--- src/hw/rtl/assert_macros.svh ---
// Assertion helpers shared by the RTL modules.
`ifndef ASSERT_MACROS_SVH
`define ASSERT_MACROS_SVH
`ifndef SYNTHESIS
// prop must hold at every clock edge outside reset
`define ASSERT_ALWAYS(label, clk, rst_n, prop, msg) \
    label: assert property (@(posedge clk) disable iff (!rst_n) (prop)) else $error(msg);
// prop must hold in the cycle after trig
`define ASSERT_NEXT(label, clk, rst_n, trig, prop, msg) \
    label: assert property (@(posedge clk) disable iff (!rst_n) (trig) |=> (prop)) else $error(msg);
`else
`define ASSERT_ALWAYS(label, clk, rst_n, prop, msg)
`define ASSERT_NEXT(label, clk, rst_n, trig, prop, msg)
`endif
`endif

--- src/hw/rtl/isotp_pkg.sv ---
`default_nettype none
package isotp_pkg;

    // configuration port
    localparam int CFG_IDX_W  = 3;
    localparam int CFG_DATA_W = 29;

    typedef enum logic [CFG_IDX_W-1:0] {
        CFG_RESPONSE_ID    = 3'd0,
        CFG_TIMEOUT_TICKS  = 3'd1,
        CFG_MAX_MSG_LEN    = 3'd2,
        CFG_FC_BLOCK_SIZE  = 3'd3,
        CFG_FC_SEP_TIME    = 3'd4,
        CFG_PAD_VALUE      = 3'd5
    } t_cfg_idx;

    localparam logic [28:0] RST_RESPONSE_ID   = 29'h7BB;
    localparam logic [15:0] RST_TIMEOUT_TICKS = 16'd150;
    localparam logic [11:0] RST_MAX_MSG_LEN   = 12'd256;
    localparam logic [7:0]  RST_FC_BLOCK_SIZE = 8'd0;
    localparam logic [7:0]  RST_FC_SEP_TIME   = 8'd20;
    localparam logic [7:0]  RST_PAD_VALUE     = 8'hFF;

    // protocol control information types (upper nibble of byte 0)
    localparam logic [3:0] PCI_SF = 4'd0;
    localparam logic [3:0] PCI_FF = 4'd1;
    localparam logic [3:0] PCI_CF = 4'd2;

    localparam logic [3:0]  CAN_DLC_FULL = 4'd8;
    localparam logic [3:0]  SF_MAX_LEN   = 4'd7;
    localparam logic [11:0] FF_MIN_LEN   = 12'd8;
    localparam logic [2:0]  FF_PAYLOAD   = 3'd6;
    localparam logic [2:0]  CF_PAYLOAD   = 3'd7;
    localparam logic [3:0]  FC_BYTES     = 4'd8;
    localparam logic [3:0]  FF_NEXT_SN   = 4'd1;
    localparam logic [7:0]  FC_CTS       = 8'h30;

    // byte slots of the flow-control frame
    localparam logic [2:0] FC_POS_FS = 3'd0;
    localparam logic [2:0] FC_POS_BS = 3'd1;
    localparam logic [2:0] FC_POS_ST = 3'd2;

    // job queue between front and back
    localparam int QUEUE_DEPTH = 2;
    localparam int QUEUE_AW    = (QUEUE_DEPTH > 1) ? $clog2(QUEUE_DEPTH) : 1;
    localparam int QUEUE_CW    = $clog2(QUEUE_DEPTH + 1);

    typedef enum logic [1:0] {
        KIND_PAYLOAD = 2'd0,
        KIND_FC      = 2'd1,
        KIND_DONE    = 2'd2,
        KIND_ERROR   = 2'd3
    } t_kind;

    typedef enum logic [2:0] {
        ST_OK         = 3'd0,
        ST_BAD_DLC    = 3'd1,
        ST_TIMEOUT    = 3'd2,
        ST_BAD_SF_LEN = 3'd3,
        ST_OVERFLOW   = 3'd4,
        ST_WRONG_SN   = 3'd5,
        ST_UNEXPECTED = 3'd6,
        ST_WRONG_TYPE = 3'd7
    } t_status;

    typedef struct packed {
        logic        cmd;
        logic [28:0] frame_id;
        logic [3:0]  frame_dlc;
        logic [7:0]  data0;
        logic [7:0]  data1;
        logic [7:0]  data2;
        logic [7:0]  data3;
        logic [7:0]  data4;
        logic [7:0]  data5;
        logic [7:0]  data6;
        logic [7:0]  data7;
    } t_frame;

    typedef struct packed {
        t_kind       kind;
        logic [11:0] position;
        logic [7:0]  value;
        logic [11:0] message_length;
        t_status     status;
        logic        last;
    } t_result;

    // one classified frame: payload bytes, then flow control, then complete,
    // or a single error result
    typedef struct packed {
        logic            is_err;
        t_status         status;
        logic [11:0]     msg_len;
        logic [2:0]      n_pay;
        logic [11:0]     base;
        logic [6:0][7:0] bytes;
        logic            with_fc;
        logic            with_done;
    } t_job;

    typedef struct packed {
        logic [28:0] response_id;
        logic [15:0] timeout_ticks;
        logic [11:0] max_msg_len;
    } t_front_cfg;

    typedef struct packed {
        logic [7:0] block_size;
        logic [7:0] sep_time;
        logic [7:0] pad;
    } t_fc_cfg;

endpackage
`default_nettype wire

--- src/hw/rtl/isotp_in_if.sv ---
`default_nettype none
interface isotp_in_if import isotp_pkg::*; ();
    logic   valid;
    logic   ready;
    t_frame data;

    modport source (output valid, output data, input ready);
    modport sink (input valid, input data, output ready);
endinterface
`default_nettype wire

--- src/hw/rtl/isotp_out_if.sv ---
`default_nettype none
interface isotp_out_if import isotp_pkg::*; ();
    logic    valid;
    logic    ready;
    t_result data;

    modport source (output valid, output data, input ready);
    modport sink (input valid, input data, output ready);
endinterface
`default_nettype wire

--- src/hw/rtl/isotp_front.sv ---
`default_nettype none
`include "assert_macros.svh"
module isotp_front import isotp_pkg::*; (
    input  wire         i_clk,
    input  wire         i_rst_n,
    isotp_in_if.sink    i_in,
    input  t_front_cfg  i_cfg,
    output logic        o_job_valid,
    output t_job        o_job,
    input  wire         i_job_ready
);

    logic        r_in_progress, n_in_progress;
    logic [11:0] r_total, n_total;
    logic [11:0] r_rc, n_rc;
    logic [3:0]  r_seq, n_seq;
    logic [15:0] r_idle, n_idle;

    logic        accept;
    logic        clr;
    logic [3:0]  pci;
    logic [3:0]  sf_len;
    logic [11:0] ff_len;
    logic [11:0] rem;
    logic [2:0]  n_cf;
    logic [11:0] rc_next;
    logic [11:0] open_len;
    t_frame      f;

    function automatic t_job make_err(input t_status s, input logic [11:0] len);
        t_job j;
        j         = '0;
        j.is_err  = 1'b1;
        j.status  = s;
        j.msg_len = len;
        return j;
    endfunction

    assign i_in.ready = i_job_ready;
    assign accept     = i_in.valid && i_job_ready;
    assign f          = i_in.data;

    assign pci      = f.data0[7:4];
    assign sf_len   = f.data0[3:0];
    assign ff_len   = {f.data0[3:0], f.data1};
    assign rem      = r_total - r_rc;
    assign n_cf     = (rem > 12'(CF_PAYLOAD)) ? CF_PAYLOAD : rem[2:0];
    assign rc_next  = r_rc + 12'(n_cf);
    assign open_len = r_in_progress ? r_total : '0;

    always_comb begin
        n_in_progress = r_in_progress;
        n_total       = r_total;
        n_rc          = r_rc;
        n_seq         = r_seq;
        n_idle        = r_idle;
        o_job         = '0;
        o_job_valid   = 1'b0;
        clr           = 1'b0;
        if (accept) begin
            if (f.cmd) begin
                if (r_in_progress) begin
                    if (r_idle >= i_cfg.timeout_ticks) begin
                        o_job       = make_err(ST_TIMEOUT, r_total);
                        o_job_valid = 1'b1;
                        clr         = 1'b1;
                    end else begin
                        n_idle = r_idle + 16'd1;
                    end
                end
            end else if (f.frame_dlc != CAN_DLC_FULL) begin
                o_job       = make_err(ST_BAD_DLC, open_len);
                o_job_valid = 1'b1;
                clr         = 1'b1;
            end else if (f.frame_id == i_cfg.response_id) begin
                n_idle      = '0;
                o_job_valid = 1'b1;
                case (pci)
                    PCI_SF: begin
                        if (r_in_progress) begin
                            o_job = make_err(ST_UNEXPECTED, r_total);
                        end else if (sf_len > SF_MAX_LEN) begin
                            o_job = make_err(ST_BAD_SF_LEN, 12'(sf_len));
                        end else begin
                            o_job.status    = ST_OK;
                            o_job.msg_len   = 12'(sf_len);
                            o_job.n_pay     = sf_len[2:0];
                            o_job.base      = '0;
                            o_job.bytes     = {f.data7, f.data6, f.data5, f.data4,
                                               f.data3, f.data2, f.data1};
                            o_job.with_done = 1'b1;
                        end
                        clr = 1'b1;
                    end
                    PCI_FF: begin
                        if (r_in_progress || ff_len < FF_MIN_LEN) begin
                            o_job = make_err(ST_UNEXPECTED, open_len);
                            clr   = 1'b1;
                        end else if (ff_len > i_cfg.max_msg_len) begin
                            o_job = make_err(ST_OVERFLOW, ff_len);
                            clr   = 1'b1;
                        end else begin
                            o_job.status  = ST_OK;
                            o_job.msg_len = ff_len;
                            o_job.n_pay   = FF_PAYLOAD;
                            o_job.base    = '0;
                            o_job.bytes   = {8'h00, f.data7, f.data6, f.data5,
                                             f.data4, f.data3, f.data2};
                            o_job.with_fc = 1'b1;
                            n_in_progress = 1'b1;
                            n_total       = ff_len;
                            n_rc          = 12'(FF_PAYLOAD);
                            n_seq         = FF_NEXT_SN;
                        end
                    end
                    PCI_CF: begin
                        if (!r_in_progress) begin
                            o_job = make_err(ST_UNEXPECTED, '0);
                            clr   = 1'b1;
                        end else if (f.data0[3:0] != r_seq) begin
                            o_job = make_err(ST_WRONG_SN, r_total);
                            clr   = 1'b1;
                        end else if (r_rc >= r_total) begin
                            o_job = make_err(ST_UNEXPECTED, r_total);
                            clr   = 1'b1;
                        end else begin
                            o_job.status    = ST_OK;
                            o_job.msg_len   = r_total;
                            o_job.n_pay     = n_cf;
                            o_job.base      = r_rc;
                            o_job.bytes     = {f.data7, f.data6, f.data5, f.data4,
                                               f.data3, f.data2, f.data1};
                            o_job.with_done = (rc_next >= r_total);
                            n_rc            = rc_next;
                            n_seq           = r_seq + 4'd1;
                            clr             = (rc_next >= r_total);
                        end
                    end
                    default: begin
                        o_job = make_err(ST_WRONG_TYPE, open_len);
                        clr   = 1'b1;
                    end
                endcase
            end
        end
        // errors and completed messages drop all message state
        if (clr) begin
            n_in_progress = 1'b0;
            n_total       = '0;
            n_rc          = '0;
            n_seq         = '0;
            n_idle        = '0;
        end
    end

    always_ff @(posedge i_clk) begin
        if (!i_rst_n) begin
            r_in_progress <= 1'b0;
            r_total       <= '0;
            r_rc          <= '0;
            r_seq         <= '0;
            r_idle        <= '0;
        end else begin
            r_in_progress <= n_in_progress;
            r_total       <= n_total;
            r_rc          <= n_rc;
            r_seq         <= n_seq;
            r_idle        <= n_idle;
        end
    end

    `ASSERT_ALWAYS(a_idle_state_clear, i_clk, i_rst_n, !r_in_progress |-> (r_total == '0 && r_rc == '0 && r_seq == '0 && r_idle == '0), "message state not clear while idle")
    `ASSERT_ALWAYS(a_open_incomplete, i_clk, i_rst_n, r_in_progress |-> (r_rc < r_total), "open message already complete")
    `ASSERT_ALWAYS(a_push_has_room, i_clk, i_rst_n, o_job_valid |-> i_job_ready, "job pushed into full queue")

endmodule
`default_nettype wire

--- src/hw/rtl/isotp_queue.sv ---
`default_nettype none
module isotp_queue import isotp_pkg::*; (
    input  wire   i_clk,
    input  wire   i_rst_n,
    input  wire   i_wr_valid,
    input  t_job  i_wr_data,
    output logic  o_wr_ready,
    output logic  o_rd_valid,
    output t_job  o_rd_data,
    input  wire   i_rd_pop
);

    t_job                r_mem [QUEUE_DEPTH];
    logic [QUEUE_AW-1:0] r_wr_ptr;
    logic [QUEUE_AW-1:0] r_rd_ptr;
    logic [QUEUE_CW-1:0] r_count;
    logic                push;
    logic                pop;

    function automatic logic [QUEUE_AW-1:0] ptr_inc(input logic [QUEUE_AW-1:0] p);
        return (p == QUEUE_AW'(QUEUE_DEPTH - 1)) ? '0 : p + 1'b1;
    endfunction

    assign o_wr_ready = (r_count != QUEUE_CW'(QUEUE_DEPTH));
    assign o_rd_valid = (r_count != '0);
    assign o_rd_data  = r_mem[r_rd_ptr];
    assign push       = i_wr_valid && o_wr_ready;
    assign pop        = i_rd_pop && o_rd_valid;

    always_ff @(posedge i_clk) begin
        if (push) begin
            r_mem[r_wr_ptr] <= i_wr_data;
        end
    end

    always_ff @(posedge i_clk) begin
        if (!i_rst_n) begin
            r_wr_ptr <= '0;
            r_rd_ptr <= '0;
            r_count  <= '0;
        end else begin
            if (push) begin
                r_wr_ptr <= ptr_inc(r_wr_ptr);
            end
            if (pop) begin
                r_rd_ptr <= ptr_inc(r_rd_ptr);
            end
            if (push && !pop) begin
                r_count <= r_count + 1'b1;
            end else if (pop && !push) begin
                r_count <= r_count - 1'b1;
            end
        end
    end

endmodule
`default_nettype wire

--- src/hw/rtl/isotp_back.sv ---
`default_nettype none
`include "assert_macros.svh"
module isotp_back import isotp_pkg::*; (
    input  wire         i_clk,
    input  wire         i_rst_n,
    input  wire         i_job_valid,
    input  t_job        i_job,
    output logic        o_job_pop,
    input  t_fc_cfg     i_fc,
    isotp_out_if.source o_out
);

    logic [3:0] r_step;
    logic       r_out_valid;
    t_result    r_out;

    logic [3:0] total;
    logic [3:0] fc_idx;
    logic       advance;
    logic       load;
    t_result    res;

    assign total = i_job.is_err ? 4'd1
                 : 4'({1'b0, i_job.n_pay}) + (i_job.with_fc ? FC_BYTES : 4'd0)
                   + 4'(i_job.with_done);
    assign fc_idx = r_step - {1'b0, i_job.n_pay};

    always_comb begin
        res                = '0;
        res.message_length = i_job.msg_len;
        res.status         = ST_OK;
        res.last           = (r_step == total - 4'd1);
        if (i_job.is_err) begin
            res.kind   = KIND_ERROR;
            res.status = i_job.status;
        end else if (r_step < {1'b0, i_job.n_pay}) begin
            res.kind     = KIND_PAYLOAD;
            res.position = i_job.base + 12'(r_step);
            res.value    = i_job.bytes[r_step[2:0]];
        end else if (i_job.with_fc && fc_idx < FC_BYTES) begin
            res.kind     = KIND_FC;
            res.position = 12'(fc_idx);
            case (fc_idx[2:0])
                FC_POS_FS: res.value = FC_CTS;
                FC_POS_BS: res.value = i_fc.block_size;
                FC_POS_ST: res.value = i_fc.sep_time;
                default:   res.value = i_fc.pad;
            endcase
        end else begin
            res.kind = KIND_DONE;
        end
    end

    // the output register frees up when empty or when its result transfers
    assign advance   = !r_out_valid || o_out.ready;
    assign load      = advance && i_job_valid;
    assign o_job_pop = load && res.last;

    always_ff @(posedge i_clk) begin
        if (!i_rst_n) begin
            r_step      <= '0;
            r_out_valid <= 1'b0;
        end else begin
            if (advance) begin
                r_out_valid <= i_job_valid;
            end
            if (load) begin
                r_step <= res.last ? 4'd0 : r_step + 4'd1;
            end
        end
    end

    always_ff @(posedge i_clk) begin
        if (load) begin
            r_out <= res;
        end
    end

    assign o_out.valid = r_out_valid;
    assign o_out.data  = r_out;

    `ASSERT_ALWAYS(a_step_in_range, i_clk, i_rst_n, i_job_valid |-> (r_step < total), "result step past end of job")
    `ASSERT_ALWAYS(a_error_is_last, i_clk, i_rst_n, (r_out_valid && r_out.kind == KIND_ERROR) |-> r_out.last, "error result not marked last")
    `ASSERT_NEXT(a_pop_restarts, i_clk, i_rst_n, o_job_pop, r_step == 4'd0, "step not restarted after pop")

endmodule
`default_nettype wire

--- src/hw/rtl/isotp_message_reassembler_top.sv ---
`default_nettype none
// ISO-TP receive reassembler.
// i_in carries one item per transfer: a received CAN frame (cmd 0) or one
// time tick (cmd 1). o_out carries result items one byte at a time: payload
// bytes, flow-control bytes to transmit, message complete, or an error with
// its status; last marks the final result of each input item with results.
// Registers are written through i_cfg_we / i_cfg_idx / i_cfg_data; the user
// must write them only while the block is idle, which the block itself does
// not enforce; indexes past pad_value are ignored. A front stage decodes
// each item as it transfers and, where it yields results, pushes a job
// into a two-entry queue; a back stage expands the job into results, one
// per cycle while the receiver accepts them. The front keeps taking items
// while the queue has room. The first result of an item passes through the
// queue and then the output register before it is valid on o_out. An item
// yields at most 14 results (a first frame).
// Reset returns registers to their defaults, closes any open message and
// empties the queue and output register.
// When the receiver stalls, the output register holds its result, the
// queue fills and then i_in.ready drops until results move again.
module isotp_message_reassembler_top import isotp_pkg::*; (
    input  wire                   i_clk,
    input  wire                   i_rst_n,
    isotp_in_if.sink              i_in,
    isotp_out_if.source           o_out,
    input  wire                   i_cfg_we,
    input  wire [CFG_IDX_W-1:0]   i_cfg_idx,
    input  wire [CFG_DATA_W-1:0]  i_cfg_data
);

    logic [28:0] r_response_id;
    logic [15:0] r_timeout_ticks;
    logic [11:0] r_max_msg_len;
    logic [7:0]  r_fc_block_size;
    logic [7:0]  r_fc_sep_time;
    logic [7:0]  r_pad_value;

    t_front_cfg front_cfg;
    t_fc_cfg    fc_cfg;
    logic       job_valid;
    t_job       job;
    logic       job_ready;
    logic       q_valid;
    t_job       q_job;
    logic       q_pop;

    always_ff @(posedge i_clk) begin
        if (!i_rst_n) begin
            r_response_id   <= RST_RESPONSE_ID;
            r_timeout_ticks <= RST_TIMEOUT_TICKS;
            r_max_msg_len   <= RST_MAX_MSG_LEN;
            r_fc_block_size <= RST_FC_BLOCK_SIZE;
            r_fc_sep_time   <= RST_FC_SEP_TIME;
            r_pad_value     <= RST_PAD_VALUE;
        end else if (i_cfg_we) begin
            case (t_cfg_idx'(i_cfg_idx))
                CFG_RESPONSE_ID:   r_response_id   <= i_cfg_data[28:0];
                CFG_TIMEOUT_TICKS: r_timeout_ticks <= i_cfg_data[15:0];
                CFG_MAX_MSG_LEN:   r_max_msg_len   <= i_cfg_data[11:0];
                CFG_FC_BLOCK_SIZE: r_fc_block_size <= i_cfg_data[7:0];
                CFG_FC_SEP_TIME:   r_fc_sep_time   <= i_cfg_data[7:0];
                CFG_PAD_VALUE:     r_pad_value     <= i_cfg_data[7:0];
                default: ;
            endcase
        end
    end

    assign front_cfg.response_id   = r_response_id;
    assign front_cfg.timeout_ticks = r_timeout_ticks;
    assign front_cfg.max_msg_len   = r_max_msg_len;
    assign fc_cfg.block_size       = r_fc_block_size;
    assign fc_cfg.sep_time         = r_fc_sep_time;
    assign fc_cfg.pad              = r_pad_value;

    isotp_front u_front (
        .i_clk       (i_clk),
        .i_rst_n     (i_rst_n),
        .i_in        (i_in),
        .i_cfg       (front_cfg),
        .o_job_valid (job_valid),
        .o_job       (job),
        .i_job_ready (job_ready)
    );

    isotp_queue u_queue (
        .i_clk      (i_clk),
        .i_rst_n    (i_rst_n),
        .i_wr_valid (job_valid),
        .i_wr_data  (job),
        .o_wr_ready (job_ready),
        .o_rd_valid (q_valid),
        .o_rd_data  (q_job),
        .i_rd_pop   (q_pop)
    );

    isotp_back u_back (
        .i_clk       (i_clk),
        .i_rst_n     (i_rst_n),
        .i_job_valid (q_valid),
        .i_job       (q_job),
        .o_job_pop   (q_pop),
        .i_fc        (fc_cfg),
        .o_out       (o_out)
    );

endmodule
`default_nettype wire
--- src/flat_wrapper.sv ---
// flat-port wrapper written by rule: the top's interface ports become plain ports
module isotp_message_reassembler_top_flat import isotp_pkg::*;
  (i_clk, i_rst_n, i_cfg_we, i_cfg_idx, i_cfg_data, i_in_valid, i_in_data, i_in_ready, o_out_valid, o_out_data, o_out_ready);
  isotp_in_if i_in_i ();
  isotp_out_if o_out_i ();
  input  wire i_clk;
  input  wire i_rst_n;
  input  wire i_cfg_we;
  input  wire [CFG_IDX_W-1:0] i_cfg_idx;
  input  wire [CFG_DATA_W-1:0] i_cfg_data;
  input wire logic [$bits(i_in_i.valid)-1:0] i_in_valid;
  input wire logic [$bits(i_in_i.data)-1:0] i_in_data;
  output wire logic [$bits(i_in_i.ready)-1:0] i_in_ready;
  output wire logic [$bits(o_out_i.valid)-1:0] o_out_valid;
  output wire logic [$bits(o_out_i.data)-1:0] o_out_data;
  input wire logic [$bits(o_out_i.ready)-1:0] o_out_ready;
  assign i_in_i.valid = i_in_valid;
  assign i_in_i.data = i_in_data;
  assign i_in_ready = i_in_i.ready;
  assign o_out_valid = o_out_i.valid;
  assign o_out_data = o_out_i.data;
  assign o_out_i.ready = o_out_ready;
  isotp_message_reassembler_top u_core (.i_clk(i_clk), .i_rst_n(i_rst_n), .i_in(i_in_i), .o_out(o_out_i), .i_cfg_we(i_cfg_we), .i_cfg_idx(i_cfg_idx), .i_cfg_data(i_cfg_data));
endmodule
--- config.mk ---
export PLATFORM = sky130hd
export DESIGN_NAME = isotp_message_reassembler_top_flat
export DESIGN_NICKNAME = d
export VERILOG_FILES = /design/src/hw/rtl/isotp_pkg.sv /design/src/hw/rtl/isotp_in_if.sv /design/src/hw/rtl/isotp_out_if.sv /design/src/hw/rtl/isotp_front.sv /design/src/hw/rtl/isotp_queue.sv /design/src/hw/rtl/isotp_back.sv /design/src/hw/rtl/isotp_message_reassembler_top.sv /design/src/flat_wrapper.sv
export VERILOG_INCLUDE_DIRS = /design/src /design/src/hw/rtl
export SDC_FILE = /design/constraint.sdc
export NUM_CORES = 1
export LEC_CHECK = 0
export ABC_AREA = 1
export BUFFER_PORTS_ARGS = -buffer_cell sky130_fd_sc_hd__buf_2
export CAP_MARGIN = 20
export CORE_MARGIN = 5
export CORE_UTILIZATION = 65
export DETAILED_ROUTE_END_ITERATION = 12
export PLACE_DENSITY = 0.95
export SLEW_MARGIN = 15
export SYNTH_ARGS = -nofsm -noshare
export SYNTH_HDL_FRONTEND = slang
export SYNTH_HIERARCHICAL = 1
export SYNTH_SLANG_ARGS = --single-unit
--- constraint.sdc ---
create_clock -name i_clk -period 10.5 [get_ports i_clk]
set_input_delay 2.1 -clock i_clk [delete_from_list [all_inputs] [get_ports i_clk]]
set_output_delay 2.1 -clock i_clk [all_outputs]
set_load 0.02 [all_outputs]
---- Yosys cells after proc, flatten, opt, wreduce, memory -nomap -nowiden ----
Memory sizes are Yosys's and may differ from the RTL's. A register that Yosys moved wholly into a read port is not among the register bits.
Cells that the tools add are included.
word-level totals
  RAM bits ................................ 178
  bits of input ports ..................... 135
  ROM bits ................................ 0
  memories ................................ 1
  bits in registers ....................... 173
  output and inout bits ................... 40
  word-level logic and storage cells ...... 174
  latch bits .............................. 0
operators by class
  $add $sub $neg .......................... 14
  div/mod/pow operators ................... 0
  multiplexer cells ....................... 70
  reductions and logical operators ........ 30
  multiply operators ...................... 0
  $lt $le $gt $ge ......................... 10
  eq/ne operators ......................... 22
  shift operators ......................... 0
  bitwise gates (word level) .............. 5
memory list
  memory                words  bits a word  rd ports  clocked after Yosys merged registers in  wr ports  line               text
  u_core.u_queue.r_mem  2      89           1         1                                        1         isotp_queue.sv:13  t_job r_mem [QUEUE_DEPTH];
operator list
  operator                                                         number
  2-to-1 mux 89 bit                                                10
  one-hot mux 89 bit (3 select lines)                              1
  2-to-1 mux 87 bit                                                1
  2-to-1 mux 86 bit                                                1
  2-to-1 mux 85 bit                                                1
  2-to-1 mux 12 bit                                                7
  2-to-1 mux 16 bit                                                5
  2-to-1 mux 4 bit                                                 8
  == test 29 bit                                                   1
  2-to-1 mux 1 bit                                                 25
  binary-select mux 8 bit (select 3 bit)                           1
  greater-or-equal comparator 12 bit                               2
  one-hot mux 12 bit (2 select lines)                              1
  one-hot mux 8 bit (3 select lines)                               1
  2-to-1 mux 22 bit                                                1
  adder 16 x 1 -> 16 bit (second input constant)                   1
  greater-or-equal comparator 16 bit                               1
  != test 2 bit (second input constant)                            8
  adder 12 x 3 -> 12 bit                                           1
  adder 12 x 4 -> 12 bit                                           1
  greater-than comparator 12 bit                                   1
  greater-than comparator 12 x 3 -> 1 bit (second input constant)  1
  < comparator 12 x 4 -> 1 bit (second input constant)             1
  AND reduction 2 bit                                              6
  other kinds (38)                                                 64

---- Depth between registers and ports, before layout ----
  word-level depth ........................ 14
  depth in mapped cells ................... 39
  depth with buffers taken out ............ 38

---- Modules after synthesis ----
The synthesis kept the hierarchy.
modules (own cells, without submodules)
  module                         seq. area each (µm²)  area each (µm²)  cells each  instances
  isotp_queue                    5,445.2               6,693.9          314         1
  isotp_front                    900.9                 6,256.0          1,050       1
  isotp_message_reassembler_top  1,621.6               3,220.6          460         1
  isotp_back                     1,241.2               2,880.3          370         1

---- Worst setup path after synthesis ----
Ideal clock, no wire load.
  kind .................................... input to register
  start point ............................. in i_in_data[87]
  end point ............................... mem u_core/u_queue/r_mem[0][0] in the netlist's numbering, enable pin
  arrival ................................. 6.683 ns
  cell stages on the path ................. 10
  data required time ...................... 9.963 ns
  path buffers ............................ 0
  library setup time ...................... 0.537 ns
  setup slack ............................. 3.279 ns
  cells stage by stage .................... xor2_1 > nor3_1 > nand4_1 > nor2_1 > nand2_1 > nand2_1 > nand2_1 > inv_1 > nand2_1 > nor2_1
on the way
  cells in the longest elaborated chain, start to end .. 8
ends and longest elaborated chain
  element                                 line                                 text
  start, declared                         flat_wrapper.sv:12                   input wire logic [$bits(i_in_i.data)-1:0] i_in_data;
  == test 29 bit                          isotp_front.sv:75                    end else if (f.frame_id == i_cfg.response_id) begin
  2-to-1 mux 1 bit                        isotp_front.sv:75
  2-to-1 mux 1 bit                        isotp_front.sv:71                    end else if (f.frame_dlc != CAN_DLC_FULL) begin
  2-to-1 mux 1 bit                        isotp_front.sv:61                    if (f.cmd) begin
  2-to-1 mux 1 bit                        isotp_front.sv:60                    if (accept) begin
  via u_core.job_valid                    isotp_message_reassembler_top.sv:39  logic job_valid;
  logical AND 1 bit                       isotp_queue.sv:27                    assign push = i_wr_valid && o_wr_ready;
  2-to-1 mux 1 bit                        isotp_queue.sv:31                    if (push) begin
  2-to-1 mux 1 bit (not written as such)  isotp_queue.sv:32                    r_mem[r_wr_ptr] <= i_wr_data;
  end, declared                           isotp_queue.sv:13
The timed path passes the listed nets, and every way through them passes these cells.

---- Worst setup path after layout ----
  start point ............................. reg u_core.u_front.r_rc[0]
  end point ............................... reg u_core.u_front.r_seq[0]
on the way
  cells in the longest elaborated chain, start to end .. 14
  elaborated cells between the ends (all ways) .. 17
  classes of those cells .................. 2 x add/sub; 3 x order compare; 1 x eq/ne; 9 x mux; 2 x reduce/logical
ends and longest elaborated chain
  element                                  line                text
  start, declared                          isotp_front.sv:15   logic [11:0] r_rc, n_rc;
  start signal, assigned                   isotp_front.sv:166  r_rc <= n_rc;
  subtractor 12 bit                        isotp_front.sv:46   assign rem = r_total - r_rc;
  greater-than comparator 12 x 3 -> 1 bit  isotp_front.sv:47   assign n_cf = (rem > 12'(CF_PAYLOAD)) ? CF_PAYLOAD : rem[2:0];
  2-to-1 mux 3 bit                         isotp_front.sv:47
  adder 12 x 3 -> 12 bit                   isotp_front.sv:48   assign rc_next = r_rc + 12'(n_cf);
  greater-or-equal comparator 12 bit       isotp_front.sv:136  clr = (rc_next >= r_total);
  2-to-1 mux 1 bit                         isotp_front.sv:123  end else if (r_rc >= r_total) begin
  2-to-1 mux 1 bit                         isotp_front.sv:120  end else if (f.data0[3:0] != r_seq) begin
  2-to-1 mux 1 bit                         isotp_front.sv:117  if (!r_in_progress) begin
  one-hot mux 1 bit (2 select lines)       isotp_front.sv:78   case (pci)
  2-to-1 mux 1 bit                         isotp_front.sv:75
  2-to-1 mux 1 bit                         isotp_front.sv:71
  2-to-1 mux 1 bit                         isotp_front.sv:61
  2-to-1 mux 1 bit                         isotp_front.sv:60
  OR reduction 2 bit (no line)             -
  end signal, assigned                     isotp_front.sv:167  r_seq <= n_seq;
  end, declared                            isotp_front.sv:16   logic [3:0] r_seq, n_seq;
Parallel ways exist; a longest one is shown, timed or not.
A chain may end at the register's enable or synchronous reset.

==> results.yml <==
finish:
  multi_input_area_um2: 8310
  final_cell_area_um2: 21300
  areaGrowthSynthToFinish_pct: 11.5
  nNetsFinal: 2545
  drive_gt1_share_pct: 16.9
  antennaDiodeCount: 0
  n_fill_cell: 2003
  ff_latch_area_um2: 9210
critical_path:
  r2r_end: "u_core/u_front/r_seq[0]"
  crit_top_cell: "nand2_1"
  crit_type: "reg2reg"
  slowest_stage: "nand3_2"
  cp.required_ns: 10.93
  critPathLaunchType: "register"
  cp_top_family: "simple AND/OR/NAND/NOR gates"
  crit_buf_inv: 3
  rr_worst_depth: 33
  regToRegSetupSlack_ns: 4.91
  cp.arrival_ns: 6.02
  critPathMaxFanout: 29
  cp-end-kind: "register"
  slowest_delay_ns: 0.61
  reg2reg_from: "u_core/u_front/r_rc[0]"
clock_tree:
  cts_setup_buffers: 0
  tritoncts: "done"
  post_cts_resized: 0
  clock_latency_ns: 0.53
  path_clk_slew_ns: 0.07
  cts_max_path_buffers: 3
  cts-root-buf: "clkbuf_16"
  cts_buffers: 35
  cts-hold-fix-buffers: 0
  h-tree-depth: 2
  cts.sinks: 352
sta:
  min_period_ns: 5.59
  rsz0062_at_grt: "false"
  timing.fmax_mhz: 179
  slew_viol_final: 0
  slew_headroom_pct: 33.7
  fin_crit_sh_pct: 53.2
  clock_skew_ns: 0.0200
  setup_tns_ns: 0
  setup_violations: 0
  hold_violations: 0
  timing.hold.ws_ns: 0.476
  worst_pin_slew_ns: 0.992
min_path:
  worstHoldStart: "u_core/r_pad_value[2]"
  whs_endpoint: "u_core/r_pad_value[2]"
  min_path_type: "reg2reg"
  holdPathStages: 2
floorplanning:
  row_count: 62
  die_h_um: 181
  io_pins: 175
  start_util_pct: 66.0
  die_w_um: 181
  dieArea_um2: 32800
  core_um2: 28900
grt:
  antenna_found_initial: 1
  use_met3_pct: 5.45
  met2_usage_pct: 51.1
  busiest_layer: "met2"
  grt_pass1_vias: 16098
  grt_max_degree: 90
  grt_use_total_pct: 30.7
  grt.overflow.total: 0
  grt_use_met1_pct: 40.1
  grt_pass1_wl_um: 82300
logic_synthesis:
  synth_nets: 2401
  ys_warn_count: 6
  synth.avg_cell_area_um2: 8.68
  synth_cells: 2194
  synth.cell_area_um2: 19100
  synthDistinctLibCells: 55
  ys_seq_elements: 352
  ys_seq_area_share_pct: 48.3
drt:
  firstDrtPassIters: 6
  vias: 16460
  drc: 0
  post_drt_wl_per_cell_um: 19.0
  ant_nets: 0
  drt_wl_total_um: 52200
  drt_iter0_drc: 1934
  avgViaCountPerCell: 5.99
placed_design:
  globalplace.congestion: 0.976
  hpwl_um: 36200
  dpl_cell_area_um2: 20100
  port_buffers: 174
job:
  drv_cap: 0
power:
  p_per_area_nw_per_um2: 153
  ir_worst_vdd_v: 0.0000997
  cellLeakagePower_uw: 0.00940
status:
  status: "finished, final reports clean"
metrics by stage:
stage | setup WS (ns) | std cells | total power [uW] | utilization (%)
after CTS | 4.96 | 2747 | 3250 | 73.5
after floorplan | 3.28 | 2194 | 1870 | -
final | 4.91 | 2749 | 3260 | 73.6
after detailed placement | 5.00 | 2683 | 2010 | 69.5
after global placement | 5.02 | 2682 | 1990 | 69.4
after global routing | 4.39 | 2749 | 3360 | 73.6
worst max path at each step:
stage,startpoint,to,cells past startpoint
after CTS,u_core/u_front/r_rc[0],u_core/u_front/r_seq[0],33
after floorplan,i_in_data[87],u_core/u_queue/r_mem[0][0],10
final,u_core/u_front/r_rc[0],u_core/u_front/r_seq[0],33
after detailed placement,i_in_data[83],u_core/u_queue/r_mem[0][0],12
after global placement,i_in_data[83],u_core/u_queue/r_mem[0][0],12
after global routing,u_core/u_front/r_rc[0],u_core/u_front/r_seq[0],31
cells in the final DEF, fill, tap and decap left out, types with 30 or more instances in the layout:
master     netlist  layout
nand2_1        468     468
nor3_1          30      30
buf_2           33     174
ha_1            68      68
mux2_2          79      79
edfxtp_1       216     216
nand3_1        171     171
o21ai_0         53      53
a21oi_1         61      61
dfxtp_1        136     135
o22ai_1         49      49
xor2_1          42      42
nor2_1         267     265
clkbuf_16        0      37
inv_1          285     285
worst register-to-register path, delay by kind of cell (launching register included):
family / cells / cell delay [ns]
AND/OR/NAND/NOR: 21 / 2.30
adder cells (fa/ha/maj): 4 / 1.29
AO/OA/AOI/OAI: 4 / 0.98
flip-flops: 1 / 0.50
buffers and inverters: 3 / 0.26
XOR/XNOR: 1 / 0.17
flip-flops by register name (all words and copies together), names as in the netlist, 12 cells and up, named ones only:
signal                    cells
u_core/u_queue/r_mem        178
u_core/r_max_msg_len         12
u_core/r_timeout_ticks       16
u_core/u_back/o_out.data     38
u_core/u_front/r_idle        16
u_core/u_front/r_rc          12
u_core/r_response_id         29
u_core/u_front/r_total       12
per-layer routing:
layer / wire [um] / up-vias
met3: 5390 / 199
li1: - / 7573
met4: 2390 / 2
met2: 24600 / 1076
met1: 19800 / 7610
met5: 13 / -
kinds of logic after synthesis:
family                     count (synthesis)  share of synthesized area [%]
buffers and inverters                    374                           8.19
DFF                                      352                           48.3
muxes                                     89                           5.46
and+or+nand+nor                         1031                           23.6
AOI/OAI and AO/OA                        220                           6.90
xor gates and xnor gates                  56                           2.61
adders and majority gates                 72                           4.89
Yosys cell counts, drive strengths merged:
| cell | instances | area share (%) |
|---|---|---|
| ha | 68 | 4.5 |
| o21a | 2 | 0.079 |
| a211oi | 3 | 0.12 |
| or2 | 4 | 0.13 |
| o22ai | 49 | 1.6 |
| nand3 | 178 | 4.9 |
| a22oi | 1 | 0.039 |
| nand3b | 5 | 0.20 |
| inv | 297 | 5.9 |
| and2 | 3 | 0.099 |
| nor2 | 285 | 6.1 |
| mux2 | 89 | 5.5 |
| o31ai | 1 | 0.039 |
| clkbuf | 21 | 0.42 |
| o32ai | 1 | 0.046 |
| o21bai | 1 | 0.039 |
| clkinv | 1 | 0.020 |
| nand2 | 487 | 9.9 |
| nand4 | 28 | 0.92 |
| dfxtp | 136 | 14 |
| nor4 | 8 | 0.42 |
| xor2 | 43 | 2.0 |
| a21boi | 1 | 0.039 |
| nor3 | 33 | 1.0 |
| o32a | 4 | 0.21 |
| buf | 55 | 1.9 |
| o221ai | 8 | 0.37 |
| o211ai | 14 | 0.55 |
| edfxtp | 216 | 34 |
| fa | 4 | 0.42 |
| o21ai | 61 | 1.6 |
| a21oi | 71 | 2.1 |
| xnor2 | 13 | 0.60 |
| a31oi | 3 | 0.099 |
layout make-up:
cell class                 count  share of cell area (%)
clock buffer                  54                    4.86
inverter                     298                    5.29
tap                          384                    2.26
multi-input combinational   1468                    39.1
clock inverter                10                   0.553
timing repair buffer         183                    4.58
sequential                   352                    43.4
power breakdown:
| part | leakage [uW] | internal, uW | switching (uW) | total, uW |
|---|---|---|---|---|
| logic | 0.00552 | 137 | 305 | 442 |
| clock network | 0.000565 | 733 | 524 | 1260 |
| registers | 0.00331 | 1530 | 26.6 | 1560 |
| total | 0.00940 | 2400 | 855 | 3260 |
Note: power is estimated with default switching activity, not from simulation.
